## config.mk

```make
export PLATFORM = sky130hd
export DESIGN_NAME = lmft_ctrl
export DESIGN_NICKNAME = d
export VERILOG_FILES = /design/src/rtl/core/lmft_pkg.sv /design/src/rtl/core/lmft_modadd.sv /design/src/rtl/core/lmft_ctrl.sv
export VERILOG_INCLUDE_DIRS = /design/src /design/src/rtl/core
export SDC_FILE = /design/constraint.sdc
export NUM_CORES = 1
export LEC_CHECK = 0
export ABC_AREA = 1
export BUFFER_PORTS_ARGS = -buffer_cell sky130_fd_sc_hd__buf_4
export CORE_AREA = 5 5 149 151
export CTS_BUF_LIST = sky130_fd_sc_hd__clkbuf_8
export DETAILED_ROUTE_END_ITERATION = 8
export DIE_AREA = 0 0 154 156
export PLACE_DENSITY_LB_ADDON = 0.25
export SLEW_MARGIN = 25
export SYNTH_ARGS = -nofsm -noshare
export SYNTH_HDL_FRONTEND = slang
export SYNTH_SLANG_ARGS = --single-unit
```

## constraint.sdc

```tcl
create_clock -name clk_i -period 5.6 [get_ports clk_i]
set_input_delay 1.4 -clock clk_i [delete_from_list [all_inputs] [get_ports clk_i]]
set_output_delay 1.4 -clock clk_i [all_outputs]
set_load 0.01 [all_outputs]
```

## src/rtl/core/layered_modular_fenwick_tree_top_defines.svh

```systemverilog
// ----------------------------------------------------------------------------
// Layered modular Fenwick tree: assertion macros
// Shared assertion shorthands, clocked on clk_i and held off during reset.
// ----------------------------------------------------------------------------
`ifndef LAYERED_MODULAR_FENWICK_TREE_TOP_DEFINES_SVH
`define LAYERED_MODULAR_FENWICK_TREE_TOP_DEFINES_SVH

// The property must hold at every clock edge outside reset.
`define LMFT_ASSERT(label, prop, msg) \
  label: assert property (@(posedge clk_i) disable iff (!rst_ni) (prop)) else $error(msg);

// The expression must never be true outside reset.
`define LMFT_ASSERT_NEVER(label, expr, msg) \
  label: assert property (@(posedge clk_i) disable iff (!rst_ni) !(expr)) else $error(msg);

`endif

```

## src/rtl/core/lmft_pkg.sv

```systemverilog
// ----------------------------------------------------------------------------
// lmft_pkg
// Shared constants, types and functions of the layered modular Fenwick tree.
// ----------------------------------------------------------------------------
package lmft_pkg;

  localparam int DATA_W  = 30;
  localparam int NODE_W  = 32;
  localparam int VALUE_W = 31;
  localparam int INDEX_W = 11;
  localparam int LAYER_W = 5;
  localparam int CFG_W   = 11;

  localparam int SIZE_DEFAULT   = 1024;
  localparam int LAYERS_DEFAULT = 32;

  localparam logic [DATA_W-1:0] PRIME       = 30'd1000000007;
  localparam logic [CFG_W-1:0]  SIZE_RESET  = 11'd1024;

  localparam logic OP_ADD   = 1'b0;
  localparam logic OP_QUERY = 1'b1;

  typedef enum logic [1:0] {
    ST_CLEAR,
    ST_IDLE,
    ST_WALK
  } state_e;

  // Reduces a signed 31-bit amount to its residue in 0..PRIME-1. A negative
  // amount whose magnitude exceeds the prime leaves a word wrapped in 32 bits,
  // which the node arithmetic then carries modulo 2**32.
  function automatic logic [NODE_W-1:0] residue(input logic signed [VALUE_W-1:0] v);
    logic [NODE_W-1:0] bits;
    logic [NODE_W-1:0] mag;
    logic [NODE_W-1:0] red;
    bits = {1'b0, v};
    mag  = (NODE_W'(1) << VALUE_W) - bits;
    if (bits[VALUE_W-1]) begin
      red = NODE_W'(PRIME) - mag;
    end else if (bits >= NODE_W'(PRIME)) begin
      red = bits - NODE_W'(PRIME);
    end else begin
      red = bits;
    end
    return red;
  endfunction

endpackage

```

## src/rtl/core/lmft_modadd.sv

```systemverilog
// ----------------------------------------------------------------------------
// lmft_modadd
// Modular adder shared by every node update and every prefix accumulation.
// ----------------------------------------------------------------------------
module lmft_modadd (
  input  logic [lmft_pkg::NODE_W-1:0] a_i,
  input  logic [lmft_pkg::NODE_W-1:0] b_i,
  output logic [lmft_pkg::NODE_W-1:0] sum_o
);

  logic [lmft_pkg::NODE_W-1:0] raw;

  // The sum wraps in 32 bits and is then reduced by one conditional subtract.
  assign raw   = a_i + b_i;
  assign sum_o = (raw >= lmft_pkg::NODE_W'(lmft_pkg::PRIME)) ?
                 raw - lmft_pkg::NODE_W'(lmft_pkg::PRIME) : raw;

endmodule

```

## src/rtl/core/lmft_ctrl.sv

```systemverilog
// ----------------------------------------------------------------------------
// lmft_ctrl
// Sequencer: clears the store after reset, then walks the tree nodes of one
// item, one memory read per cycle, through the shared modular adder.
// ----------------------------------------------------------------------------
`include "layered_modular_fenwick_tree_top_defines.svh"

module lmft_ctrl #(
  parameter int SIZE   = lmft_pkg::SIZE_DEFAULT,
  parameter int LAYERS = lmft_pkg::LAYERS_DEFAULT,
  parameter int NW     = $clog2(SIZE),
  parameter int LW     = (LAYERS > 1) ? $clog2(LAYERS) : 1,
  parameter int AW     = LW + NW
) (
  input  logic                                clk_i,
  input  logic                                rst_ni,
  input  logic                                start,
  output logic                                busy,
  input  logic                                op_i,
  input  logic [lmft_pkg::LAYER_W-1:0]        layer_i,
  input  logic [lmft_pkg::INDEX_W-1:0]        index_i,
  input  logic signed [lmft_pkg::VALUE_W-1:0] value_i,
  input  logic [lmft_pkg::CFG_W-1:0]          size_in_use_i,
  output logic                                result_valid_o,
  output logic [lmft_pkg::DATA_W-1:0]         prefix_sum_o,
  output logic                                mem_we_o,
  output logic [AW-1:0]                       mem_waddr_o,
  output logic [lmft_pkg::NODE_W-1:0]         mem_wdata_o,
  output logic                                mem_re_o,
  output logic [AW-1:0]                       mem_raddr_o,
  input  logic [lmft_pkg::NODE_W-1:0]         mem_rdata_i
);

  localparam int DEPTH = LAYERS << NW;
  localparam int SW    = $clog2(SIZE + 1);
  localparam int PW    = ((lmft_pkg::INDEX_W > SW) ? lmft_pkg::INDEX_W : SW) + 1;

  lmft_pkg::state_e            state_q, state_d;
  logic [PW-1:0]               pos_q, pos_d;
  logic [PW-1:0]               limit_q, limit_d;
  logic                        op_q, op_d;
  logic [LW-1:0]               layer_q, layer_d;
  logic [lmft_pkg::NODE_W-1:0] r_q, r_d;
  logic [lmft_pkg::NODE_W-1:0] acc_q, acc_d;
  logic                        rd_v_q, rd_v_d;
  logic [AW-1:0]               waddr_q, waddr_d;
  logic [AW-1:0]               clr_q, clr_d;
  logic                        res_v_q, res_v_d;

  logic [PW-1:0]               lowbit;
  logic [PW-1:0]               pos_next;
  logic [PW-1:0]               node;
  logic [AW-1:0]               addr;
  logic                        go;
  logic                        layer_ok;
  logic [PW-1:0]               idx_ext;
  logic [PW-1:0]               cap;
  logic [lmft_pkg::NODE_W-1:0] alu_b;
  logic [lmft_pkg::NODE_W-1:0] alu_sum;

  // Lowest set bit steps the walk up for an add and down for a query.
  assign lowbit   = pos_q & ((~pos_q) + PW'(1));
  assign pos_next = (op_q == lmft_pkg::OP_ADD) ? pos_q + lowbit : pos_q - lowbit;
  assign go       = (pos_q != '0) && (pos_q <= limit_q);
  assign node     = pos_q - PW'(1);
  assign addr     = {layer_q, node[NW-1:0]};

  assign layer_ok = 32'(layer_i) < 32'(LAYERS);
  assign idx_ext  = PW'(index_i);
  assign cap      = (PW'(size_in_use_i) > PW'(SIZE)) ? PW'(SIZE) : PW'(size_in_use_i);

  assign alu_b = (op_q == lmft_pkg::OP_ADD) ? r_q : acc_q;

  lmft_modadd u_modadd (
    .a_i   (mem_rdata_i),
    .b_i   (alu_b),
    .sum_o (alu_sum)
  );

  always_ff @(posedge clk_i or negedge rst_ni) begin
    if (!rst_ni) begin
      state_q <= lmft_pkg::ST_CLEAR;
      clr_q   <= '0;
      rd_v_q  <= 1'b0;
      res_v_q <= 1'b0;
    end else begin
      state_q <= state_d;
      clr_q   <= clr_d;
      rd_v_q  <= rd_v_d;
      res_v_q <= res_v_d;
    end
  end

  always_ff @(posedge clk_i) begin
    pos_q   <= pos_d;
    limit_q <= limit_d;
    op_q    <= op_d;
    layer_q <= layer_d;
    r_q     <= r_d;
    acc_q   <= acc_d;
    waddr_q <= waddr_d;
  end

  always_comb begin
    state_d     = state_q;
    pos_d       = pos_q;
    limit_d     = limit_q;
    op_d        = op_q;
    layer_d     = layer_q;
    r_d         = r_q;
    acc_d       = acc_q;
    rd_v_d      = 1'b0;
    waddr_d     = waddr_q;
    clr_d       = clr_q;
    res_v_d     = 1'b0;
    mem_we_o    = 1'b0;
    mem_waddr_o = waddr_q;
    mem_wdata_o = alu_sum;
    mem_re_o    = 1'b0;
    mem_raddr_o = addr;

    unique case (state_q)
      lmft_pkg::ST_CLEAR: begin
        mem_we_o    = 1'b1;
        mem_waddr_o = clr_q;
        mem_wdata_o = '0;
        clr_d       = clr_q + AW'(1);
        if (clr_q == AW'(DEPTH - 1)) begin
          state_d = lmft_pkg::ST_IDLE;
        end
      end
      lmft_pkg::ST_IDLE: begin
        if (start) begin
          state_d = lmft_pkg::ST_WALK;
          op_d    = op_i;
          layer_d = LW'(layer_i);
          r_d     = lmft_pkg::residue(value_i);
          acc_d   = '0;
          if (op_i == lmft_pkg::OP_ADD) begin
            pos_d   = layer_ok ? idx_ext : '0;
            limit_d = cap;
          end else begin
            pos_d   = !layer_ok ? '0 : ((idx_ext > PW'(SIZE)) ? PW'(SIZE) : idx_ext);
            limit_d = PW'(SIZE);
          end
        end
      end
      lmft_pkg::ST_WALK: begin
        // Issue the next node read while the previous node's data is folded in.
        if (go) begin
          mem_re_o = 1'b1;
          rd_v_d   = 1'b1;
          waddr_d  = addr;
          pos_d    = pos_next;
        end
        if (rd_v_q) begin
          if (op_q == lmft_pkg::OP_ADD) begin
            mem_we_o = 1'b1;
          end else begin
            acc_d = alu_sum;
          end
        end
        if (!go && !rd_v_q) begin
          state_d = lmft_pkg::ST_IDLE;
          res_v_d = (op_q == lmft_pkg::OP_QUERY);
        end
      end
      default: begin
        state_d = lmft_pkg::ST_IDLE;
      end
    endcase
  end

  assign busy           = (state_q != lmft_pkg::ST_IDLE);
  assign result_valid_o = res_v_q;
  assign prefix_sum_o   = acc_q[lmft_pkg::DATA_W-1:0];

  `LMFT_ASSERT_NEVER(a_rw_same_node, mem_we_o && mem_re_o && (mem_waddr_o == mem_raddr_o), "node read and written in the same cycle")
  `LMFT_ASSERT(a_result_after_walk, res_v_q |-> ($past(state_q) == lmft_pkg::ST_WALK && !busy), "result strobe outside the end of a walk")
  `LMFT_ASSERT_NEVER(a_read_pipe_idle, rd_v_q && (state_q != lmft_pkg::ST_WALK), "read data pending outside a walk")

endmodule

```

==> summary by stage <==
Timing
Setup repair after global routing could not meet its margin everywhere. The smallest setup slack after layout is 0.0256 ns. The worst pin sits at a relative slew slack of 0.425.

Timing would allow up to 179 MHz. The clock arrives with 0.0207 ns of skew. The final critical path time including I/O delays and setup is 5.57 ns. The setup violation total in the final timing report is 0. In the finished design, the share of the clock period the worst path needs comes to 0.995. The summed negative setup slack over all endpoints is 0 ns. The number of failing hold endpoints at the final stage is 0.

The tightest hold path in the finished design has a slack of 0.460 ns. The number of max-slew violations in the final report is 0. The slew at the pin with the worst max-slew slack is 0.861 ns.

Logic synthesis
The adder-cell area share of the yosys netlist is 0.0633. In the synthesized netlist the dominant register cell turns out to be sky130_fd_sc_hd__edfxtp_1. Summed over all instances, the cell type with the most area after synthesis is sky130_fd_sc_hd__edfxtp_1. The combinational family with the most area after synthesis is simple AND/OR/NAND/NOR gates. Counting every instance in the synthesized netlist gives 1858. The area fraction in compound gates after synthesis is 0.0949. The xor/xnor cell area share of the yosys netlist is 0.0568. A synthesized cell averages 6.55 sq um.

The post-synthesis async set-or-reset flop share is 0.150. For this run, the register share of the synthesized area comes to 0.305. The number of distinct standard cells referenced by the synthesized netlist is 51. The share of synthesized area spent on multiplexers is 0. Counting flops with a built-in enable in the synthesized netlist gives 108.

For this run, the number of Yosys warnings is 0. After synthesis the cells add up to 0.0122 sq mm. Of the total synthesized cell area, the portion taken by AND, OR, NAND and NOR gates is 0.363. The share of Yosys cell area claimed by the top area cell type is 0.266. After synthesis, the cell types taking the most area are sky130_fd_sc_hd__edfxtp_1 27%, sky130_fd_sc_hd__nand2_1 20%, sky130_fd_sc_hd__inv_1 7.5%. Counting every net in the synthesized netlist gives 2013.

By count the netlist is led by 639 x sky130_fd_sc_hd__nand2_1, 243 x sky130_fd_sc_hd__inv_1, 163 x sky130_fd_sc_hd__nor2_1. Synthesis inferred 127 register bits. The library cell with the highest instance count after synthesis is sky130_fd_sc_hd__nand2_1.

Cells and area
The number of nets in the finished design is 2291. The footprint of the flip-flops and latches is 0.00372 sq mm. For this run, the share of the core covered by cells in the final layout is 0.776. The share of layout cells above drive strength 1 is 0.280. From synthesis to final layout, the design area changed by 31.9%. The filler cells instantiated in the layout total 1588. The area taken by multi-input logic gates is 0.00801 sq mm. The finished layout holds 2424 standard cells, fillers aside. The repair_antennas step left the layout with diodes totalling 0.

Routing
Summed over all layers, the routed wires come to 41500 um. The count of nets left with antenna violations once routing finished came out at 0. After detailed routing, the number of vias per cell comes to 5.64. In the routed design, unresolved DRC markers number 0. The first-pass iteration count of the detailed router is 7.

In the final routed layout, each cell accounts on average for 17.1 um. The detailed router's first-iteration violation count is 1344. Detailed routing inserted a total of 13700 vias.

Die
The starting density of the core is 0.588. For this design the top-level I/O count stands at 190. Measured along the y axis, the die boundary spans 156 um. The floorplan step defined a die boundary enclosing 0.0240 sq mm. In this run the core area contains 53 standard-cell rows. The area of the core is 0.0207 sq mm. The die is 154 um wide.

Critical path
The arrival time at the worst endpoint is 4.17 ns. The library cell appearing most often on the critical path is sky130_fd_sc_hd__nand2_2. In this run the worst path has a maximum fanout of 6. The number of cells on the worst reg-to-reg path is 21. The critical path is of the primary input to primary output type. The largest stage delay on the critical path is 0.37 ns. Walking the worst path, the cells encountered are buf_4 -> ha_4 -> fa_2 -> nand2_2 -> buf_4 -> a21oi_1 -> nand4_1 -> nand4_1 -> nand2_2 -> nand2_2 -> nor2_4 -> nand2_2 -> nor2_4 -> nand2_4 -> nand3_4 -> buf_12 -> nand2_1 -> a21oi_1 -> buf_4. The data required time of the critical path is 4.20 ns. The slowest stage of the critical path belongs to the cell sky130_fd_sc_hd__fa_2.

The kind of launch point of the worst setup path is a primary input. The sort of element at the end of the critical path is a primary output.

Clock network
The clock tree from TritonCTS is built. Clock latency on the worst-skew pair, taken at its later pin, is 0.45 ns. The clock tree synthesis step divided the H-tree into 4 levels. In this run, CTS created clock tree buffers numbering 17.

The clock root buffer is sky130_fd_sc_hd__clkbuf_8. The total number of clock tree sinks is 127. After clock tree synthesis, the clock-pin slew on the worst setup and hold paths is 0.09 ns. In this run the deepest clock path goes through 2 buffers.

Min path
The kind of path behind the tightest hold check is flop to flop. Along the worst hold path, the cell count comes to 0.

Global routing
The initial antenna violation count is 0. The number of global-route vias before repair is 12400. Entering global routing, the biggest net connects 53 pins.

The wire length of the first global-routing pass is 61700 um. In the global route stage, overall resource usage came out at 0.316. The aggregate global routing overflow is 0.

Placed design
The worst slack after detailed placement is -0.128 ns. The final weighted congestion in routability-driven placement is 0.994. Port buffering added 189 buffers. The instance count after placement with tap cells included is 2370. Detailed placement finished with a half-perimeter wire length of 31400 um.

Power
The power density over the cells is 512 mW/mm^2. For this design the static power due to leakage is 7.96 nW. The worst-case vdd ir drop is 0.000291 V.

Run
Max-cap violations in this run came to 0.

Outcome
The flow ran to the end, and the final reports show no timing, DRC or antenna violations.
[path summary, 6_finish.rpt]
kind                                     start  slack, ns               to
worst max-delay path            mem_rdata_i[0]       0.03  mem_wdata_o[16]
worst min-delay path                layer_q[1]       0.46      waddr_q[11]
worst max register to register        pos_q[2]       1.67        pos_q[11]
worst min register to register      layer_q[1]       0.46      waddr_q[11]
max in group asynchronous               rst_ni       4.58         clr_q[0]
min in group asynchronous               rst_ni       0.81        clr_q[10]
[sequential cells by signal, summed over array words and instances, names as in the netlist]
name            count
acc_q              32
rd_v_q              1
result_valid_o      1
limit_q            11
waddr_q            15
layer_q             5
pos_q              12
r_q                32
op_q                1
clr_q              15
state_q             2
[cell families (layout without fill, tap and decap cells)]
logic type | after synthesis | in the layout
adder cells (fa/ha/maj) | 61 | 61
flip-flops | 127 | 127
AND/OR/NAND/NOR | 1046 | 1046
XOR/XNOR | 79 | 79
AO/OA/AOI/OAI | 206 | 206
buffers and inverters | 339 | 630
[final cells by class]
type / instances / share of cell area
tap: 275 / 0.0214
clock buffer: 17 / 0.0146
inverter: 269 / 0.0630
multi-input combinational: 1392 / 0.499
clock inverter: 15 / 0.00896
sequential: 127 / 0.232
timing repair buffer: 329 / 0.161
[repair_timing]
action,4_1_cts,5_1_grt
endpoints found under the hold margin,0,0
setup buffers,2,16
endpoints found under the setup margin,29,32
cloned,1,3
hold buffers,0,0
gates resized for setup,39,202
pin swaps,5,51
[report_power, final]
part	leakage, nW	switching (W)	internal, W	total, W
clock network	0.194	0.000456	0.000330	0.000786
logic	6.50	0.00352	0.00241	0.00594
registers	1.27	0.000158	0.00134	0.00150
[through the flow]
step / power [W] / cell area (sq um)
global route: 0.00874 / 16100
CTS: 0.00753 / 15000
floorplan: 0.00450 / 12200
detailed placement: 0.00656 / 14400
global placement: 0.00646 / 14400
finish: 0.00822 / 16100
[cells in the final DEF, fill, tap and decap left out, types with 4 or more instances in the layout]
| master | n |
|---|---|
| sky130_fd_sc_hd__nand4_1 | 54 |
| sky130_fd_sc_hd__nor3_2 | 5 |
| sky130_fd_sc_hd__dfrtp_1 | 19 |
| sky130_fd_sc_hd__a21oi_1 | 81 |
| sky130_fd_sc_hd__clkbuf_8 | 17 |
| sky130_fd_sc_hd__inv_6 | 6 |
| sky130_fd_sc_hd__nand3b_1 | 8 |
| sky130_fd_sc_hd__nand2_1 | 561 |
| sky130_fd_sc_hd__nor3_1 | 20 |
| sky130_fd_sc_hd__nand2_2 | 81 |
| sky130_fd_sc_hd__ha_1 | 31 |
| sky130_fd_sc_hd__a31oi_1 | 4 |
| sky130_fd_sc_hd__o211ai_1 | 8 |
| sky130_fd_sc_hd__nand2_4 | 12 |
| sky130_fd_sc_hd__nor2_4 | 19 |
| sky130_fd_sc_hd__nand3_2 | 11 |
| sky130_fd_sc_hd__o22ai_1 | 4 |
| sky130_fd_sc_hd__edfxtp_1 | 108 |
| sky130_fd_sc_hd__o31ai_1 | 7 |
| sky130_fd_sc_hd__nor4_1 | 12 |
| sky130_fd_sc_hd__inv_2 | 25 |
| sky130_fd_sc_hd__xor2_1 | 63 |
| sky130_fd_sc_hd__nand3_1 | 91 |
| sky130_fd_sc_hd__and2_1 | 5 |
| sky130_fd_sc_hd__inv_1 | 240 |
| sky130_fd_sc_hd__xnor2_1 | 14 |
| sky130_fd_sc_hd__a21oi_2 | 24 |
| sky130_fd_sc_hd__nor2_2 | 19 |
| sky130_fd_sc_hd__o21ai_0 | 53 |
| sky130_fd_sc_hd__buf_6 | 4 |
| sky130_fd_sc_hd__nor2_1 | 138 |
| sky130_fd_sc_hd__ha_4 | 26 |
| sky130_fd_sc_hd__buf_4 | 318 |
[critical path: cells and delay by family]
kind                     cells  cell delay [ns]
buffers and inverters        4             0.55
AO/OA/AOI/OAI                2             0.34
adder cells (fa/ha/maj)      2             0.53
AND/OR/NAND/NOR             11             1.34
[metal layers]
layer	GRT usage	vias up	wire (um)	part of all wire
met5	0	-	0	0
met2	0.498	699	18900	0.45
met1	0.452	6330	17300	0.42
li1	-	6542	-	-
met3	0.0546	103	4030	0.097
met4	0.0866	0	1340	0.032
(Power assumes the default switching activity.)
